**src/rtl/battery_charge_estimator_assert.svh**
```systemverilog
// Assertion macros shared by the battery charge estimator RTL.
// Each macro expands to one labeled concurrent assertion that reports through $error.
`ifndef BATTERY_CHARGE_ESTIMATOR_ASSERT_SVH
`define BATTERY_CHARGE_ESTIMATOR_ASSERT_SVH

// A condition that must hold at every clock edge outside reset.
`define BCE_ASSERT_ALWAYS(label, clk, rst, cond, msg) \
   label: assert property (@(posedge clk) disable iff (rst) (cond)) else $error(msg);

// A condition that must hold in the same cycle as its trigger.
`define BCE_ASSERT_IMPLY(label, clk, rst, ante, cons, msg) \
   label: assert property (@(posedge clk) disable iff (rst) (ante) |-> (cons)) else $error(msg);

`endif

```
**src/rtl/bce_pkg.sv**
```systemverilog
// Package for the battery charge estimator: payload types, register types,
// the charge lookup table and arithmetic constants. No dependencies.
`default_nettype none

package bce_pkg;

   // Request and response payloads.
   typedef struct packed {
      logic [11:0] raw_sample;
      logic        read_ok;
   } req_payload_type;

   typedef struct packed {
      logic [15:0] battery_millivolts;
      logic [6:0]  charge_percent;
      logic        fresh;
      logic        low_battery;
      logic        update_allowed;
   } rsp_payload_type;

   // Configuration registers as seen by the back end.
   typedef struct packed {
      logic [7:0]  divider_numerator;
      logic [7:0]  divider_denominator;
      logic [11:0] offset_millivolts;
      logic [6:0]  low_percent_threshold;
      logic [6:0]  update_percent_threshold;
   } csr_regs_type;

   // Register indexes on the configuration port.
   localparam logic [2:0] REG_DIV_NUM    = 3'd0;
   localparam logic [2:0] REG_DIV_DEN    = 3'd1;
   localparam logic [2:0] REG_OFFSET     = 3'd2;
   localparam logic [2:0] REG_LOW_THR    = 3'd3;
   localparam logic [2:0] REG_UPDATE_THR = 3'd4;
   localparam int         CSR_ADDR_W     = 5;

   // Register reset values.
   localparam logic [7:0]  DIV_NUM_RESET    = 8'd2;
   localparam logic [7:0]  DIV_DEN_RESET    = 8'd1;
   localparam logic [11:0] OFFSET_RESET     = 12'd0;
   localparam logic [6:0]  LOW_THR_RESET    = 7'd15;
   localparam logic [6:0]  UPDATE_THR_RESET = 7'd30;

   // Cache reset values.
   localparam logic [15:0] CACHED_MV_RESET  = 16'd4000;
   localparam logic [6:0]  CACHED_PCT_RESET = 7'd80;

   // ADC to pin conversion: raw * 3100 / 4095.
   localparam logic [11:0] PIN_FULL_SCALE_MV = 12'd3100;
   localparam logic [15:0] MV_MAX            = 16'd65535;

   // Shared divider geometry.
   localparam int DIV_DVD_W  = 20;
   localparam int DIV_DVS_W  = 8;
   localparam int DIV_STEP_W = $clog2(DIV_DVD_W);

   typedef struct packed {
      logic busy;
      logic done;
   } div_status_type;

   // Nine-point LiPo discharge curve, highest voltage first.
   localparam int LUT_POINTS = 9;
   localparam int LUT_IDX_W  = $clog2(LUT_POINTS);
   localparam logic [15:0] LUT_MV [0:LUT_POINTS-1] = '{
      16'd4200, 16'd4100, 16'd4000, 16'd3900, 16'd3800,
      16'd3700, 16'd3600, 16'd3500, 16'd3400
   };
   localparam logic [6:0] LUT_PCT [0:LUT_POINTS-1] = '{
      7'd100, 7'd90, 7'd80, 7'd70, 7'd55, 7'd40, 7'd25, 7'd10, 7'd0
   };

   // Every segment spans 100 mV; half of it is the rounding term.
   localparam logic [10:0] LUT_HALF_SPAN = 11'd50;
   // floor(y / 100) equals (y * 41) >> 12 for every y the table produces.
   localparam logic [5:0]  RECIP_100     = 6'd41;

endpackage

`default_nettype wire

```
**src/rtl/bce_front.sv**
```systemverilog
// Front end of the battery charge estimator: takes ADC read attempts and
// accumulates the good reads of a burst. Depends on bce_pkg.
`default_nettype none

module bce_front
   import bce_pkg::*;
#(
   parameter int SAMPLES_PER_READING = 8,
   localparam int SUM_W = $clog2(SAMPLES_PER_READING) + 12,
   localparam int CNT_W = $clog2(SAMPLES_PER_READING + 1)
) (
   input  logic                   clock,
   input  logic                   reset,
   input  logic                   req_valid,
   output logic                   req_ready,
   input  req_payload_type        req_payload,
   input  logic                   queue_full,
   output logic                   push,
   output logic [SUM_W+CNT_W-1:0] push_data
);

   logic [SUM_W-1:0] sum_ff, sum_in, sum_next;
   logic [CNT_W-1:0] good_ff, good_in, good_next;
   logic [CNT_W-1:0] attempt_ff, attempt_in, attempt_next;
   logic             accept;
   logic             burst_end;

   // A request is taken whenever the queue has room for a finished burst.
   assign req_ready = !queue_full;
   assign accept    = req_valid && req_ready;

   // Running totals including the request on the port.
   always_comb begin
      sum_next     = sum_ff + (req_payload.read_ok ? SUM_W'(req_payload.raw_sample) : '0);
      good_next    = good_ff + CNT_W'(req_payload.read_ok);
      attempt_next = attempt_ff + CNT_W'(1);
      burst_end    = attempt_next >= CNT_W'(SAMPLES_PER_READING);
   end

   // The last attempt of a burst hands the totals to the queue and restarts.
   always_comb begin
      sum_in     = sum_ff;
      good_in    = good_ff;
      attempt_in = attempt_ff;
      if (accept) begin
         if (burst_end) begin
            sum_in     = '0;
            good_in    = '0;
            attempt_in = '0;
         end else begin
            sum_in     = sum_next;
            good_in    = good_next;
            attempt_in = attempt_next;
         end
      end
   end

   assign push      = accept && burst_end;
   assign push_data = {sum_next, good_next};

   always_ff @(posedge clock) begin
      if (reset) begin
         sum_ff     <= '0;
         good_ff    <= '0;
         attempt_ff <= '0;
      end else begin
         sum_ff     <= sum_in;
         good_ff    <= good_in;
         attempt_ff <= attempt_in;
      end
   end

endmodule

`default_nettype wire

```
**src/rtl/bce_queue.sv**
```systemverilog
// Short first-in first-out queue of burst totals between front and back end.
// Register based; no package dependencies.
`default_nettype none

module bce_queue #(
   parameter int WIDTH = 19,
   parameter int DEPTH = 2
) (
   input  logic             clock,
   input  logic             reset,
   input  logic             push,
   input  logic [WIDTH-1:0] push_data,
   output logic             full,
   input  logic             pop,
   output logic             not_empty,
   output logic [WIDTH-1:0] pop_data
);

   localparam int PTR_W = (DEPTH > 1) ? $clog2(DEPTH) : 1;
   localparam int CNT_W = $clog2(DEPTH + 1);

   logic [WIDTH-1:0] entry_ff [0:DEPTH-1];
   logic [PTR_W-1:0] wr_ptr_ff, wr_ptr_in;
   logic [PTR_W-1:0] rd_ptr_ff, rd_ptr_in;
   logic [CNT_W-1:0] count_ff, count_in;
   logic             do_push, do_pop;

   assign full      = count_ff == CNT_W'(DEPTH);
   assign not_empty = count_ff != '0;
   assign pop_data  = entry_ff[rd_ptr_ff];
   assign do_push   = push && !full;
   assign do_pop    = pop && not_empty;

   // Pointers wrap at the depth.
   always_comb begin
      wr_ptr_in = wr_ptr_ff;
      rd_ptr_in = rd_ptr_ff;
      count_in  = count_ff;
      if (do_push) begin
         wr_ptr_in = (wr_ptr_ff == PTR_W'(DEPTH - 1)) ? '0 : wr_ptr_ff + PTR_W'(1);
      end
      if (do_pop) begin
         rd_ptr_in = (rd_ptr_ff == PTR_W'(DEPTH - 1)) ? '0 : rd_ptr_ff + PTR_W'(1);
      end
      if (do_push && !do_pop) begin
         count_in = count_ff + CNT_W'(1);
      end else if (do_pop && !do_push) begin
         count_in = count_ff - CNT_W'(1);
      end
   end

   always_ff @(posedge clock) begin
      if (reset) begin
         wr_ptr_ff <= '0;
         rd_ptr_ff <= '0;
         count_ff  <= '0;
      end else begin
         wr_ptr_ff <= wr_ptr_in;
         rd_ptr_ff <= rd_ptr_in;
         count_ff  <= count_in;
      end
   end

   // Entry storage needs no reset.
   always_ff @(posedge clock) begin
      if (do_push) begin
         entry_ff[wr_ptr_ff] <= push_data;
      end
   end

endmodule

`default_nettype wire

```
**src/rtl/bce_divider.sv**
```systemverilog
// Restoring unsigned divider, one quotient bit per cycle, shared by the
// averaging and divider-ratio steps. Depends on bce_pkg.
`default_nettype none

module bce_divider
   import bce_pkg::*;
(
   input  logic                 clock,
   input  logic                 reset,
   input  logic                 start,
   input  logic [DIV_DVD_W-1:0] dividend,
   input  logic [DIV_DVS_W-1:0] divisor,
   output div_status_type       status,
   output logic [DIV_DVD_W-1:0] quotient
);

   logic                  busy_ff, busy_in;
   logic                  done_ff, done_in;
   logic [DIV_STEP_W-1:0] step_ff, step_in;
   logic [DIV_DVS_W-1:0]  rem_ff, rem_in;
   logic [DIV_DVD_W-1:0]  quo_ff, quo_in;
   logic [DIV_DVS_W-1:0]  dvs_ff, dvs_in;
   logic [DIV_DVS_W:0]    trial;
   logic [DIV_DVS_W:0]    diff;
   logic                  fits;

   // Shift the next dividend bit into the remainder and try the subtraction.
   always_comb begin
      trial = {rem_ff, quo_ff[DIV_DVD_W-1]};
      diff  = trial - {1'b0, dvs_ff};
      fits  = trial >= {1'b0, dvs_ff};
   end

   always_comb begin
      busy_in = busy_ff;
      done_in = 1'b0;
      step_in = step_ff;
      rem_in  = rem_ff;
      quo_in  = quo_ff;
      dvs_in  = dvs_ff;
      if (start && !busy_ff) begin
         busy_in = 1'b1;
         step_in = '0;
         rem_in  = '0;
         quo_in  = dividend;
         dvs_in  = divisor;
      end else if (busy_ff) begin
         rem_in  = fits ? diff[DIV_DVS_W-1:0] : trial[DIV_DVS_W-1:0];
         quo_in  = {quo_ff[DIV_DVD_W-2:0], fits};
         step_in = step_ff + DIV_STEP_W'(1);
         if (step_ff == DIV_STEP_W'(DIV_DVD_W - 1)) begin
            busy_in = 1'b0;
            done_in = 1'b1;
         end
      end
   end

   always_ff @(posedge clock) begin
      if (reset) begin
         busy_ff <= 1'b0;
         done_ff <= 1'b0;
         step_ff <= '0;
      end else begin
         busy_ff <= busy_in;
         done_ff <= done_in;
         step_ff <= step_in;
      end
   end

   always_ff @(posedge clock) begin
      rem_ff <= rem_in;
      quo_ff <= quo_in;
      dvs_ff <= dvs_in;
   end

   assign status.busy = busy_ff;
   assign status.done = done_ff;
   assign quotient    = quo_ff;

endmodule

`default_nettype wire

```
**src/rtl/bce_back.sv**
```systemverilog
// Back end of the battery charge estimator: averages a burst, scales it to
// battery millivolts, interpolates charge and holds the response register.
// Depends on bce_pkg, bce_divider and the assertion macro header.
`default_nettype none
`include "battery_charge_estimator_assert.svh"

module bce_back
   import bce_pkg::*;
#(
   parameter int SAMPLES_PER_READING = 8,
   localparam int SUM_W = $clog2(SAMPLES_PER_READING) + 12,
   localparam int CNT_W = $clog2(SAMPLES_PER_READING + 1)
) (
   input  logic                   clock,
   input  logic                   reset,
   input  logic                   q_valid,
   input  logic [SUM_W+CNT_W-1:0] q_data,
   output logic                   q_pop,
   input  csr_regs_type           regs,
   output logic                   rsp_valid,
   input  logic                   rsp_ready,
   output rsp_payload_type        rsp_payload
);

   localparam logic [2:0] S_IDLE  = 3'd0;
   localparam logic [2:0] S_AVG   = 3'd1;
   localparam logic [2:0] S_PIN   = 3'd2;
   localparam logic [2:0] S_SCALE = 3'd3;
   localparam logic [2:0] S_DEN   = 3'd4;
   localparam logic [2:0] S_LUT   = 3'd5;
   localparam logic [2:0] S_PCT   = 3'd6;
   localparam logic [2:0] S_OUT   = 3'd7;

   logic [2:0]       state_ff, state_in;
   logic             fresh_ff, fresh_in;
   logic [11:0]      avg_ff, avg_in;
   logic [23:0]      prod_ff, prod_in;
   logic [15:0]      mv_ff, mv_in;
   logic [6:0]       base_ff, base_in;
   logic [10:0]      y_ff, y_in;
   logic [15:0]      cached_mv_ff, cached_mv_in;
   logic [6:0]       cached_pct_ff, cached_pct_in;
   logic             rsp_valid_ff, rsp_valid_in;
   rsp_payload_type  rsp_ff, rsp_in;

   logic [SUM_W-1:0]     q_sum;
   logic [CNT_W-1:0]     q_count;
   logic                 div_start;
   logic [DIV_DVD_W-1:0] div_dividend;
   logic [DIV_DVS_W-1:0] div_divisor;
   div_status_type       div_stat;
   logic [DIV_DVD_W-1:0] div_quotient;

   logic [24:0]          recip_sum;
   logic [11:0]          pin_mv;
   logic [19:0]          scaled_mv;
   logic [7:0]           den_eff;
   logic signed [21:0]   mv_wide;
   logic [LUT_IDX_W-1:0] seg_hi, seg_lo;
   logic [6:0]           seg_rise;
   logic [3:0]           seg_drop;
   logic [16:0]          y_scaled;
   logic                 out_free;
   logic                 div_waiting;

   assign q_sum       = q_data[SUM_W+CNT_W-1:CNT_W];
   assign q_count     = q_data[CNT_W-1:0];
   assign out_free    = !rsp_valid_ff || rsp_ready;
   assign div_waiting = (state_ff == S_AVG) || (state_ff == S_DEN);

   bce_divider u_divider (
      .clock    (clock),
      .reset    (reset),
      .start    (div_start),
      .dividend (div_dividend),
      .divisor  (div_divisor),
      .status   (div_stat),
      .quotient (div_quotient)
   );

   // Pin voltage: divide by 4095 as (x + (x >> 12) + 1) >> 12, exact below 4095 * 4096.
   always_comb begin
      recip_sum = 25'(prod_ff) + 25'(prod_ff >> 12) + 25'd1;
      pin_mv    = recip_sum[23:12];
      scaled_mv = 20'(pin_mv) * 20'(regs.divider_numerator);
      den_eff   = (regs.divider_denominator == '0) ? 8'd1 : regs.divider_denominator;
   end

   // Offset added to the divider ratio result; the sequencer saturates the sum.
   always_comb begin
      mv_wide = $signed({2'b00, div_quotient})
              + $signed({{10{regs.offset_millivolts[11]}}, regs.offset_millivolts});
   end

   // Segment search: the deepest table point at or above the voltage.
   always_comb begin
      seg_hi = '0;
      for (int i = 0; i < LUT_POINTS - 1; i++) begin
         if (mv_ff <= LUT_MV[i]) begin
            seg_hi = LUT_IDX_W'(i);
         end
      end
      seg_lo   = seg_hi + LUT_IDX_W'(1);
      seg_rise = 7'(mv_ff - LUT_MV[seg_lo]);
      seg_drop = 4'(LUT_PCT[seg_hi] - LUT_PCT[seg_lo]);
      y_scaled = 17'(y_ff) * 17'(RECIP_100);
   end

   // Sequencer over the steps of one burst.
   always_comb begin
      state_in      = state_ff;
      fresh_in      = fresh_ff;
      avg_in        = avg_ff;
      prod_in       = prod_ff;
      mv_in         = mv_ff;
      base_in       = base_ff;
      y_in          = y_ff;
      cached_mv_in  = cached_mv_ff;
      cached_pct_in = cached_pct_ff;
      rsp_valid_in  = rsp_valid_ff && !rsp_ready;
      rsp_in        = rsp_ff;
      q_pop         = 1'b0;
      div_start     = 1'b0;
      div_dividend  = DIV_DVD_W'(q_sum);
      div_divisor   = DIV_DVS_W'(q_count);
      unique case (state_ff)
         S_IDLE: begin
            if (q_valid) begin
               q_pop = 1'b1;
               if (q_count == '0) begin
                  fresh_in = 1'b0;
                  state_in = S_OUT;
               end else begin
                  fresh_in  = 1'b1;
                  div_start = 1'b1;
                  state_in  = S_AVG;
               end
            end
         end
         S_AVG: begin
            if (div_stat.done) begin
               avg_in   = div_quotient[11:0];
               state_in = S_PIN;
            end
         end
         S_PIN: begin
            prod_in  = 24'(avg_ff) * 24'(PIN_FULL_SCALE_MV);
            state_in = S_SCALE;
         end
         S_SCALE: begin
            div_start    = 1'b1;
            div_dividend = scaled_mv;
            div_divisor  = den_eff;
            state_in     = S_DEN;
         end
         S_DEN: begin
            if (div_stat.done) begin
               if (mv_wide < 0) begin
                  mv_in = '0;
               end else if (mv_wide > $signed({6'd0, MV_MAX})) begin
                  mv_in = MV_MAX;
               end else begin
                  mv_in = mv_wide[15:0];
               end
               state_in = S_LUT;
            end
         end
         S_LUT: begin
            if (mv_ff >= LUT_MV[0]) begin
               base_in = LUT_PCT[0];
               y_in    = '0;
            end else if (mv_ff <= LUT_MV[LUT_POINTS-1]) begin
               base_in = LUT_PCT[LUT_POINTS-1];
               y_in    = '0;
            end else begin
               base_in = LUT_PCT[seg_lo];
               y_in    = 11'(seg_rise) * 11'(seg_drop) + LUT_HALF_SPAN;
            end
            state_in = S_PCT;
         end
         S_PCT: begin
            cached_mv_in  = mv_ff;
            cached_pct_in = base_ff + 7'(y_scaled >> 12);
            state_in      = S_OUT;
         end
         S_OUT: begin
            if (out_free) begin
               rsp_valid_in                = 1'b1;
               rsp_in.battery_millivolts   = cached_mv_ff;
               rsp_in.charge_percent       = cached_pct_ff;
               rsp_in.fresh                = fresh_ff;
               rsp_in.low_battery          = cached_pct_ff < regs.low_percent_threshold;
               rsp_in.update_allowed       = cached_pct_ff >= regs.update_percent_threshold;
               state_in                    = S_IDLE;
            end
         end
         default: begin
            state_in = S_IDLE;
         end
      endcase
   end

   always_ff @(posedge clock) begin
      if (reset) begin
         state_ff      <= S_IDLE;
         rsp_valid_ff  <= 1'b0;
         cached_mv_ff  <= CACHED_MV_RESET;
         cached_pct_ff <= CACHED_PCT_RESET;
      end else begin
         state_ff      <= state_in;
         rsp_valid_ff  <= rsp_valid_in;
         cached_mv_ff  <= cached_mv_in;
         cached_pct_ff <= cached_pct_in;
      end
   end

   // Datapath registers need no reset.
   always_ff @(posedge clock) begin
      fresh_ff <= fresh_in;
      avg_ff   <= avg_in;
      prod_ff  <= prod_in;
      mv_ff    <= mv_in;
      base_ff  <= base_in;
      y_ff     <= y_in;
      rsp_ff   <= rsp_in;
   end

   assign rsp_valid   = rsp_valid_ff;
   assign rsp_payload = rsp_ff;

   // The cached charge never leaves the percentage range.
   `BCE_ASSERT_ALWAYS(a_pct_range, clock, reset, cached_pct_ff <= 7'd100, "charge above 100")
   // The divider finishes only while the sequencer waits for it.
   `BCE_ASSERT_IMPLY(a_div_done, clock, reset, div_stat.done, div_waiting, "divider done early")
   // A new division never starts over one still running.
   `BCE_ASSERT_IMPLY(a_div_idle, clock, reset, div_start, !div_stat.busy, "start while busy")

endmodule

`default_nettype wire

```
**src/rtl/battery_charge_estimator.sv**
```systemverilog
// With the back end idle, a burst's result is registered after its last request is taken,
// through the averaging division, the divider-ratio division and the sequencing steps; if no
// read in the burst succeeded, the cached result is registered without conversion. Requests
// are taken one per cycle while the queue has room; the back end converts one burst at a time
// and pops a new burst only once the last one is out. Depends on bce_pkg and the parts.
// Reset (synchronous): registers at their defaults, totals cleared, cache 4000 mV / 80 %.
`default_nettype none

module battery_charge_estimator
   import bce_pkg::*;
#(
   parameter int SAMPLES_PER_READING = 8
) (
   input  logic                  clock,
   input  logic                  reset,
   input  logic                  req_valid,
   output logic                  req_ready,
   input  req_payload_type       req_payload,
   output logic                  rsp_valid,
   input  logic                  rsp_ready,
   output rsp_payload_type       rsp_payload,
   input  logic                  csr_psel,
   input  logic                  csr_penable,
   input  logic                  csr_pwrite,
   input  logic [CSR_ADDR_W-1:0] csr_paddr,
   input  logic [31:0]           csr_pwdata,
   output logic [31:0]           csr_prdata,
   output logic                  csr_pready
);

   localparam int SUM_W = $clog2(SAMPLES_PER_READING) + 12;
   localparam int CNT_W = $clog2(SAMPLES_PER_READING + 1);

   csr_regs_type           regs_ff, regs_in;
   logic                   csr_write;
   logic [2:0]             csr_index;
   logic                   push, queue_full, pop, queue_valid;
   logic [SUM_W+CNT_W-1:0] push_data, pop_data;

   // Configuration registers: written in the access phase of a write.
   assign csr_pready = 1'b1;
   assign csr_write  = csr_psel && csr_penable && csr_pwrite;
   assign csr_index  = csr_paddr[CSR_ADDR_W-1:2];

   always_comb begin
      regs_in = regs_ff;
      if (csr_write) begin
         unique case (csr_index)
            REG_DIV_NUM:    regs_in.divider_numerator        = csr_pwdata[7:0];
            REG_DIV_DEN:    regs_in.divider_denominator      = csr_pwdata[7:0];
            REG_OFFSET:     regs_in.offset_millivolts        = csr_pwdata[11:0];
            REG_LOW_THR:    regs_in.low_percent_threshold    = csr_pwdata[6:0];
            REG_UPDATE_THR: regs_in.update_percent_threshold = csr_pwdata[6:0];
            default:        regs_in = regs_ff;
         endcase
      end
   end

   // Register read back; the offset reads sign extended.
   always_comb begin
      unique case (csr_index)
         REG_DIV_NUM:    csr_prdata = 32'(regs_ff.divider_numerator);
         REG_DIV_DEN:    csr_prdata = 32'(regs_ff.divider_denominator);
         REG_OFFSET:     csr_prdata = {{20{regs_ff.offset_millivolts[11]}},
                                       regs_ff.offset_millivolts};
         REG_LOW_THR:    csr_prdata = 32'(regs_ff.low_percent_threshold);
         REG_UPDATE_THR: csr_prdata = 32'(regs_ff.update_percent_threshold);
         default:        csr_prdata = '0;
      endcase
   end

   always_ff @(posedge clock) begin
      if (reset) begin
         regs_ff.divider_numerator        <= DIV_NUM_RESET;
         regs_ff.divider_denominator      <= DIV_DEN_RESET;
         regs_ff.offset_millivolts        <= OFFSET_RESET;
         regs_ff.low_percent_threshold    <= LOW_THR_RESET;
         regs_ff.update_percent_threshold <= UPDATE_THR_RESET;
      end else begin
         regs_ff <= regs_in;
      end
   end

   // Accumulator, burst queue and conversion back end.
   bce_front #(
      .SAMPLES_PER_READING (SAMPLES_PER_READING)
   ) u_front (
      .clock       (clock),
      .reset       (reset),
      .req_valid   (req_valid),
      .req_ready   (req_ready),
      .req_payload (req_payload),
      .queue_full  (queue_full),
      .push        (push),
      .push_data   (push_data)
   );

   bce_queue #(
      .WIDTH (SUM_W + CNT_W),
      .DEPTH (2)
   ) u_queue (
      .clock     (clock),
      .reset     (reset),
      .push      (push),
      .push_data (push_data),
      .full      (queue_full),
      .pop       (pop),
      .not_empty (queue_valid),
      .pop_data  (pop_data)
   );

   bce_back #(
      .SAMPLES_PER_READING (SAMPLES_PER_READING)
   ) u_back (
      .clock       (clock),
      .reset       (reset),
      .q_valid     (queue_valid),
      .q_data      (pop_data),
      .q_pop       (pop),
      .regs        (regs_ff),
      .rsp_valid   (rsp_valid),
      .rsp_ready   (rsp_ready),
      .rsp_payload (rsp_payload)
   );

endmodule

`default_nettype wire
```
**config.mk**
```make
export PLATFORM = sky130hd
export DESIGN_NAME = battery_charge_estimator
export DESIGN_NICKNAME = d
export VERILOG_FILES = /design/src/rtl/bce_pkg.sv /design/src/rtl/bce_front.sv /design/src/rtl/bce_queue.sv /design/src/rtl/bce_divider.sv /design/src/rtl/bce_back.sv /design/src/rtl/battery_charge_estimator.sv
export VERILOG_INCLUDE_DIRS = /design/src /design/src/rtl
export SDC_FILE = /design/constraint.sdc
export NUM_CORES = 1
export LEC_CHECK = 0
export BUFFER_PORTS_ARGS = -buffer_cell sky130_fd_sc_hd__buf_2
export CORE_ASPECT_RATIO = 2
export CORE_MARGIN = 3
export CORE_UTILIZATION = 25
export DETAILED_ROUTE_END_ITERATION = 16
export GPL_TIMING_DRIVEN = 0
export SLEW_MARGIN = 5
export SYNTH_ARGS = -nofsm -noshare
export SYNTH_HDL_FRONTEND = slang
export SYNTH_SLANG_ARGS = --single-unit
```
**constraint.sdc**
```tcl
create_clock -name clock -period 8.3 [get_ports clock]
set_input_delay 1.66 -clock clock [delete_from_list [all_inputs] [get_ports clock]]
set_output_delay 1.66 -clock clock [all_outputs]
set_load 0.005 [all_outputs]
```
; ---- After elaboration in Yosys (flattened, before gate mapping)
; Memories as Yosys holds them, arrays and structs flattened. A register that Yosys moved wholly into a read port is not among the register bits.
; Cells that the tools add are included.
[totals]
latchBits = 0
input_bits = 57
reg_bits = 234
out_inout_bits = 61
mem_count = 4
ram_bits = 38
romBits = 480
[op_classes]
div = 0
n_addsub = 17
mux = 51
n_reduce_logical = 38
bitwise_logic = 4
shift = 0
multipliers = 4
eq_ne = 17
n_lt_le_gt_ge = 17
[memory_table]
columns = name, depth, word_bits, rd, rd_clocked_by_memory_dff, wr, line_no
row1 = (no name shown), 16, 16, 1, 0, 0, bce_back.sv:104  ; seg_rise = 7'(mv_ff - LUT_MV[seg_lo]);
row2 = (no name shown), 16, 7, 1, 0, 0, bce_back.sv:105  ; seg_drop = 4'(LUT_PCT[seg_hi] - LUT_PCT[seg_lo]);
row3 = (no name shown), 16, 7, 1, 0, 0, bce_back.sv:176  ; base_in = LUT_PCT[seg_lo];
row4 = u_queue.entry_ff, 2, 19, 1, 1, 1, bce_queue.sv:22  ; logic [WIDTH-1:0] entry_ff [0:DEPTH-1];
[op_table]
columns = cell, count
row1 = one-hot mux 32 bit (5 select lines), 1
row2 = "<= comparator 16 x 12 -> 1 bit, second input constant", 7
row3 = 2-to-1 mux 20 bit, 3
row4 = 2-to-1 mux 7 bit, 5
row5 = 2-to-1 mux 3 bit, 9
row6 = "adder 24 x 1 -> 24 bit, second input constant", 1
row7 = adder 24 x 12 -> 24 bit, 1
row8 = 2-to-1 mux 4 bit, 6
row9 = one-hot mux 3 bit (8 select lines), 1
row10 = adder 21 x 12 -> 22 bit, 1
row11 = "greater-than comparator 22 x 17 -> 1 bit, second input constant", 1
row12 = "< comparator 22 x 1 -> 1 bit, second input constant", 1
row13 = "multiplier 12 x 10 -> 22 bit, second input constant", 1
row14 = multiplier 12 x 8 -> 20 bit, 1
row15 = AND reduction 2 bit, 9
row16 = "multiplier 11 x 6 -> 17 bit, second input constant", 1
row17 = 2-to-1 mux 1 bit, 17
row18 = "greater-or-equal comparator 16 x 13 -> 1 bit, second input constant", 1
row19 = "<= comparator 16 x 13 -> 1 bit, second input constant", 1
row20 = 2-to-1 mux 16 bit, 1
row21 = adder 15 bit, 1
row22 = "== test 3 bit, second input constant", 5
row23 = 2-to-1 mux 15 bit, 1
row24 = "== test 3 x 2 -> 1 bit, second input constant", 4
row25 = other kinds (40), 68

; ---- Longest topological paths before layout
[depth]
word_depth = 16
depth_mapped = 38
depth_no_buf = 36

; ---- Hierarchy
; Synthesis repeated with hierarchy kept, for this count alone.
[unflattened]
hier_cells = 2253
hier_area_um2 = 22160.0
[by_module_without_submodules]
columns = mod, n_inst, cells_each, area_each_um2, seq_area_each_um2
row1 = bce_back, 1, 1556, 14490.1, 3393.3
row2 = battery_charge_estimator, 1, 236, 2279.7, 840.8
row3 = bce_divider, 1, 177, 2168.3, 1141.1
row4 = bce_front, 1, 200, 1634.1, 460.4
row5 = bce_queue, 1, 84, 1587.8, 1241.2

; ---- Worst setup path before layout
; No wires, ideal clock.
[synth_path]
path_kind = register to register
from = register u_back.mv_ff[12]
to = register u_back.y_ff[10] (data pin)
synth_period_minus_slack_ps = 7278
arrival_ps = 7012
setup_slack_ps = 1022
stages_incl_launch_ff = 34
setup_ps = 266
path_cell_list = edfxtp_1 or4_4 buf_6 nor4_4 nor2_1 o21ai_2 ha_1 xor2_1 a21oi_1 nand2_1 nand2_1 ha_1 a21oi_1 inv_1 o211ai_1 nor4_1 nor4b_2 mux2i_1 xnor2_2 nand2_1 fa_1 inv_1 fa_1 ha_1 fa_1 a21oi_1 nor2_1 nor2_1 o21bai_1 a21oi_1 o21bai_1 a21oi_1 xnor2_1 nor2_1
[synth_between]
elab_chain_len = 16
[synth_rtl]
columns = element, line_no
row1 = start: declaration, bce_back.sv:38  ; logic [15:0] mv_ff, mv_in;
row2 = start signal: assignment, bce_back.sv:222  ; mv_ff <= mv_in;
row3 = <= comparator 16 x 13 -> 1 bit, bce_back.sv:99  ; if (mv_ff <= LUT_MV[i]) begin
row4 = 2-to-1 mux 1 bit, bce_back.sv:99
row5 = 2-to-1 mux 2 bit (2 in a row), bce_back.sv:99
row6 = 2-to-1 mux 3 bit (4 in a row), bce_back.sv:99
row7 = adder 3 x 1 -> 4 bit, bce_back.sv:103  ; seg_lo = seg_hi + LUT_IDX_W'(1);
row8 = NOT 4 -> 5 bit (implied by the code), "bce_back.sv:104, bce_back.sv:105"
row9 = memory read (16 x 16 bit) or memory read (16 x 7 bit) (tied branches), --
row10 = "2-to-1 mux 7 bit, on equally long branches (2 in a row)", --
row11 = subtractor 7 bit or subtractor 4 bit (tied branches), "bce_back.sv:104, bce_back.sv:105"
row12 = multiplier 7 x 4 -> 11 bit, bce_back.sv:177  ; y_in = 11'(seg_rise) * 11'(seg_drop) + LUT_HALF_SPAN;
row13 = adder 11 x 6 -> 11 bit, bce_back.sv:177
row14 = end signal: assignment, bce_back.sv:224  ; y_ff <= y_in;
row15 = end: declaration, bce_back.sv:40  ; logic [10:0] y_ff, y_in;
; Several ways; a longest one is shown, not always the timed one. The select of a mux whose other input is x is not followed.
; A chain may end at the register's enable or synchronous reset.

; ---- Worst setup path after layout
[layout_path]
from = register u_back.mv_ff[12]
to = register u_back.y_ff[9] (data pin)
; Same word-level chain as after synthesis.

==> results.yml <==
power_and_ir_drop:
  power.sequential.fraction_pct: 42.2
  net-switching-power_mw: 1.39
  irDropWorstVdd_uv: 133
  cellInternalPower_mw: 2.78
  total_leakage_power_nw: 10.5
  comb_power_share_pct: 27.0
  powerDensity_mw_per_mm2: 176
  power.clock.fraction_pct: 30.8
  switching_share_pct: 33.3
cells_and_area:
  nFillCells: 8853
  finalNetCount: 2681
  drive_gt1_share_pct: 10.4
  seq_area_mm2: 0.00708
  synthToLayoutAreaGrowth_pct: 14.2
  final_cell_count_no_fill: 3348
  multi_input_area_mm2: 0.0126
  finish.instance_area_mm2: 0.0237
  layout.core_utilization_pct: 28.8
yosys:
  synthesis_warnings: 0
  mappedNetlistArea_mm2: 0.0208
  synth_cell_type_count: 89
  postSynthAreaPerCell_um2: 9.72
  ys.flop_type: "sky130_fd_sc_hd__edfxtp_1"
  synth_top_area_cell: "sky130_fd_sc_hd__edfxtp_1"
  synth_fp_nets: 2548
  synthesis.instances: 2137
  async_reset_ff_share_pct: 0
  ys_ff_latch: 273
  synth.top_cells.by_area: "sky130_fd_sc_hd__edfxtp_1 (23%), sky130_fd_sc_hd__ha_1 (15%), sky130_fd_sc_hd__dfxtp_1 (11%), sky130_fd_sc_hd__fa_1 (9.5%), sky130_fd_sc_hd__inv_1 (3.8%)"
  synth.top_cells.by_count: "sky130_fd_sc_hd__ha_1 (255), sky130_fd_sc_hd__inv_1 (212), sky130_fd_sc_hd__nand2_1 (204)"
  netlist.area_leader.share_pct: 23.3
  synth_seq_area_share_pct: 34.1
  synth_enable_flop_cells: 161
  synth_most_common_cell: "sky130_fd_sc_hd__ha_1"
setup_path:
  worstPathRequired_ns: 8.61
  critical-path-top-delay-family: "adder cells"
  worstSetupStartpointType: "flip-flop"
  endpoint_kind: "flip-flop"
  critical_path_buf_inv_count: 4
  worst_r2r_path_depth: 30
  cp_max_fo: 10
  worst_r2r_startpoint: "u_back.mv_ff[12]"
  crit_arrival_ns: 8.17
  path_class: "reg2reg"
  timing.critical_path.slowest_cell_delay_ns: 0.58
  r2r_end: "u_back.y_ff[9]"
  worst-r2r-setup-slack_ns: 0.44
  critPathSlowestCell: "sky130_fd_sc_hd__or4_4"
timing:
  final.setup_skew_ns: 0.0185
  rsz0062_at_grt: "false"
  setup_viol_count_final: 0
  achievable-frequency_mhz: 127
  fin_crit_ns: 7.86
  report.final.hold_viol_count: 0
  maxSlewHeadroom_pct: 16.8
  worst-slew-pin-transition_ns: 1.24
  timing.final.crit_share_pct: 94.7
  max_slew_violation_count: 0
floorplan:
  die_width_um: 210
  starting_utilization_of_the_core_area_pct: 25.2
  dieArea_mm2: 0.0868
  ios: 118
  floorplan.rows: 149
  die_height_um: 414
  core-area_mm2: 0.0824
global_route:
  initial_antenna_violation_count: 1
  gr-total-overflow: 0
  grt_util_met2_pct: 26.5
  first_global_vias: 15900
  grtUsageTotal_pct: 12.8
  wire_length_of_the_first_global_routing_pass_um: 87000
  fraction_of_met3_tracks_used_by_global_routing_pct: 0.803
  pin_count_of_the_biggest_net_entering_global_routing: 22
  global_route.peak_usage_layer: "met2"
  grt_util_met1_pct: 12.0
detailed_routing:
  remaining_drc_errors: 0
  initialDrtViolationCount: 760
  detail_route.wirelength_um: 56200
  route.vias.total: 15600
  drt.antenna.violating_nets: 0
  routed_via_density: 4.67
  avgRoutedWirePerCell_um: 16.8
  drtPass1Iterations: 5
placed_design:
  number_of_i_o_port_buffers: 91
  final_weighted_congestion_in_routability_driven_placement: 0.894
  place_hpwl_um: 47000
  placed_cell_area_mm2: 0.0227
  placed_cells_incl_taps: 3293
clock_tree:
  hold_buffers: 0
  cts_root_buf: "sky130_fd_sc_hd__clkbuf_16"
  cts_tree: "yes"
  cts_buffers: 26
  cts.sink_count: 273
  worst_setup_hold_path_clk_slew_ns: 0.07
  cts_max_path_buffers: 3
  clkLatencyLatePin_ns: 0.59
  h-tree-depth: 1
hold_path:
  endpoint_worst_hold: "u_back.rsp_payload[23]"
  whs_path_depth: 0
  timing.hold.worst.class: "reg2reg"
  worstHoldStart: "u_back.cached_mv_ff[13]"
outcome:
  run_status: "finished, final reports clean"
run:
  maxCapViolations: 0
==> timing repair <==
item                       CTS  global route
setup buffers                1             5
pin swaps                    2             4
gates resized for setup      4            12
setup endpoints to repair    2             3
==> layout make-up <==
cell class	count	area share [%]
Timing Repair Buffer	105	2.42
Clock buffer	30	3.07
Clock inverter	18	0.833
Buffer	88	1.89
Antenna cell	1	0.0105
Multi-Input combinational cell	1562	53.0
Inverter	214	3.38
Sequential cell	273	29.8
Tap cell	1057	5.57
==> logic make-up after synthesis <==
logic type | Yosys count | synth area share [%]
other | 1 | 0.0180
adder cells (fa/ha/maj) | 354 | 24.9
AO/OA/AOI/OAI | 390 | 12.1
XOR/XNOR | 111 | 4.71
multiplexers | 67 | 3.26
flip-flops | 273 | 34.1
AND/OR/NAND/NOR | 639 | 14.9
buffers and inverters | 302 | 6.02
==> worst max-delay path by stage <==
stage | cells after the start | end | slack, ns | from
2_1_floorplan | 33 | u_back.y_ff[10] | 1.02 | u_back.mv_ff[12]
3_3_place_gp | 33 | u_back.y_ff[10] | -0.16 | u_back.mv_ff[8]
3_5_place_dp | 33 | u_back.y_ff[10] | -0.22 | u_back.mv_ff[12]
4_1_cts | 34 | u_back.y_ff[10] | 0.08 | u_back.mv_ff[0]
5_1_grt | 33 | u_back.y_ff[9] | 0.01 | u_back.mv_ff[0]
6_report | 30 | u_back.y_ff[9] | 0.44 | u_back.mv_ff[12]
==> per-stage QoR <==
| step | setup WS (ns) | power, mW | setup TNS (ns) | hold WS, ns |
|---|---|---|---|---|
| after floorplan | 1.02 | 2.56 | 0 | 0.400 |
| after global placement | -0.161 | 2.89 | -0.245 | 0.417 |
| after detailed placement | -0.219 | 2.91 | -0.345 | 0.414 |
| after CTS | 0.0833 | 4.20 | 0 | 0.429 |
| after global routing | 0.0126 | 4.40 | 0 | 0.446 |
| final | 0.443 | 4.17 | 0 | 0.428 |
==> power groups by stage <==
stage / Combinational, mW / Sequential, mW / Clock [mW]
CTS: 1.12 / 1.76 / 1.32
floorplan: 0.835 / 1.73 / 0
detailed placement: 1.12 / 1.79 / 0
global placement: 1.10 / 1.79 / 0
finish: 1.13 / 1.76 / 1.29
global route: 1.27 / 1.77 / 1.36
==> state kept, by name (all words and copies together), names as in the netlist, 12 cells and up, named ones only <==
| name | cells |
|---|---|
| regs_ff | 42 |
| u_queue.entry_ff | 38 |
| u_back.rsp_payload | 26 |
| u_back.prod_ff | 22 |
| u_back.u_divider.quotient | 20 |
| u_back.cached_mv_ff | 16 |
| u_back.mv_ff | 16 |
| u_front.sum_ff | 15 |
| u_back.avg_ff | 12 |
==> per-layer routing <==
| layer | share of wire [%] | wire [µm] |
|---|---|---|
| met1 | 34 | 19100 |
| met2 | 58 | 32600 |
| met3 | 2.0 | 1130 |
| met4 | 6.0 | 3390 |
| met5 | 0 | 0 |
==> placed cells by master (no fill, tap or decap), drive strengths merged, types with 10 or more instances in the layout <==
master and n:
a22oi 10, a211oi 10, inv 216, buf 141
nand3b 10, o21ai 78, o22ai 11, nand3 28
clkinv 13, nor2 159, a31oi 12, clkbuf 82
o21a 30, xor2 38, nor2b 34, mux2i 62
xnor2 73, ha 255, dfxtp 112, a21oi 125
nand2b 33, nand2 204, and2 62, a211o 17
nor3 39, fa 99, o21bai 10, nor4 11
edfxtp 161, or2 12, a21o 31, and3 13
==> worst register-to-register path, delay by kind of cell (launching register included) <==
kind | cells | cell delay, ns
xor gates and xnor gates | 2 | 0.54
buffers and inverters | 4 | 0.50
muxes | 1 | 0.43
AOI/OAI and AO/OA | 10 | 1.67
DFF | 1 | 0.52
adders and majority gates | 6 | 2.25
and+or+nand+nor | 7 | 1.69
(Power assumes the default switching activity.)
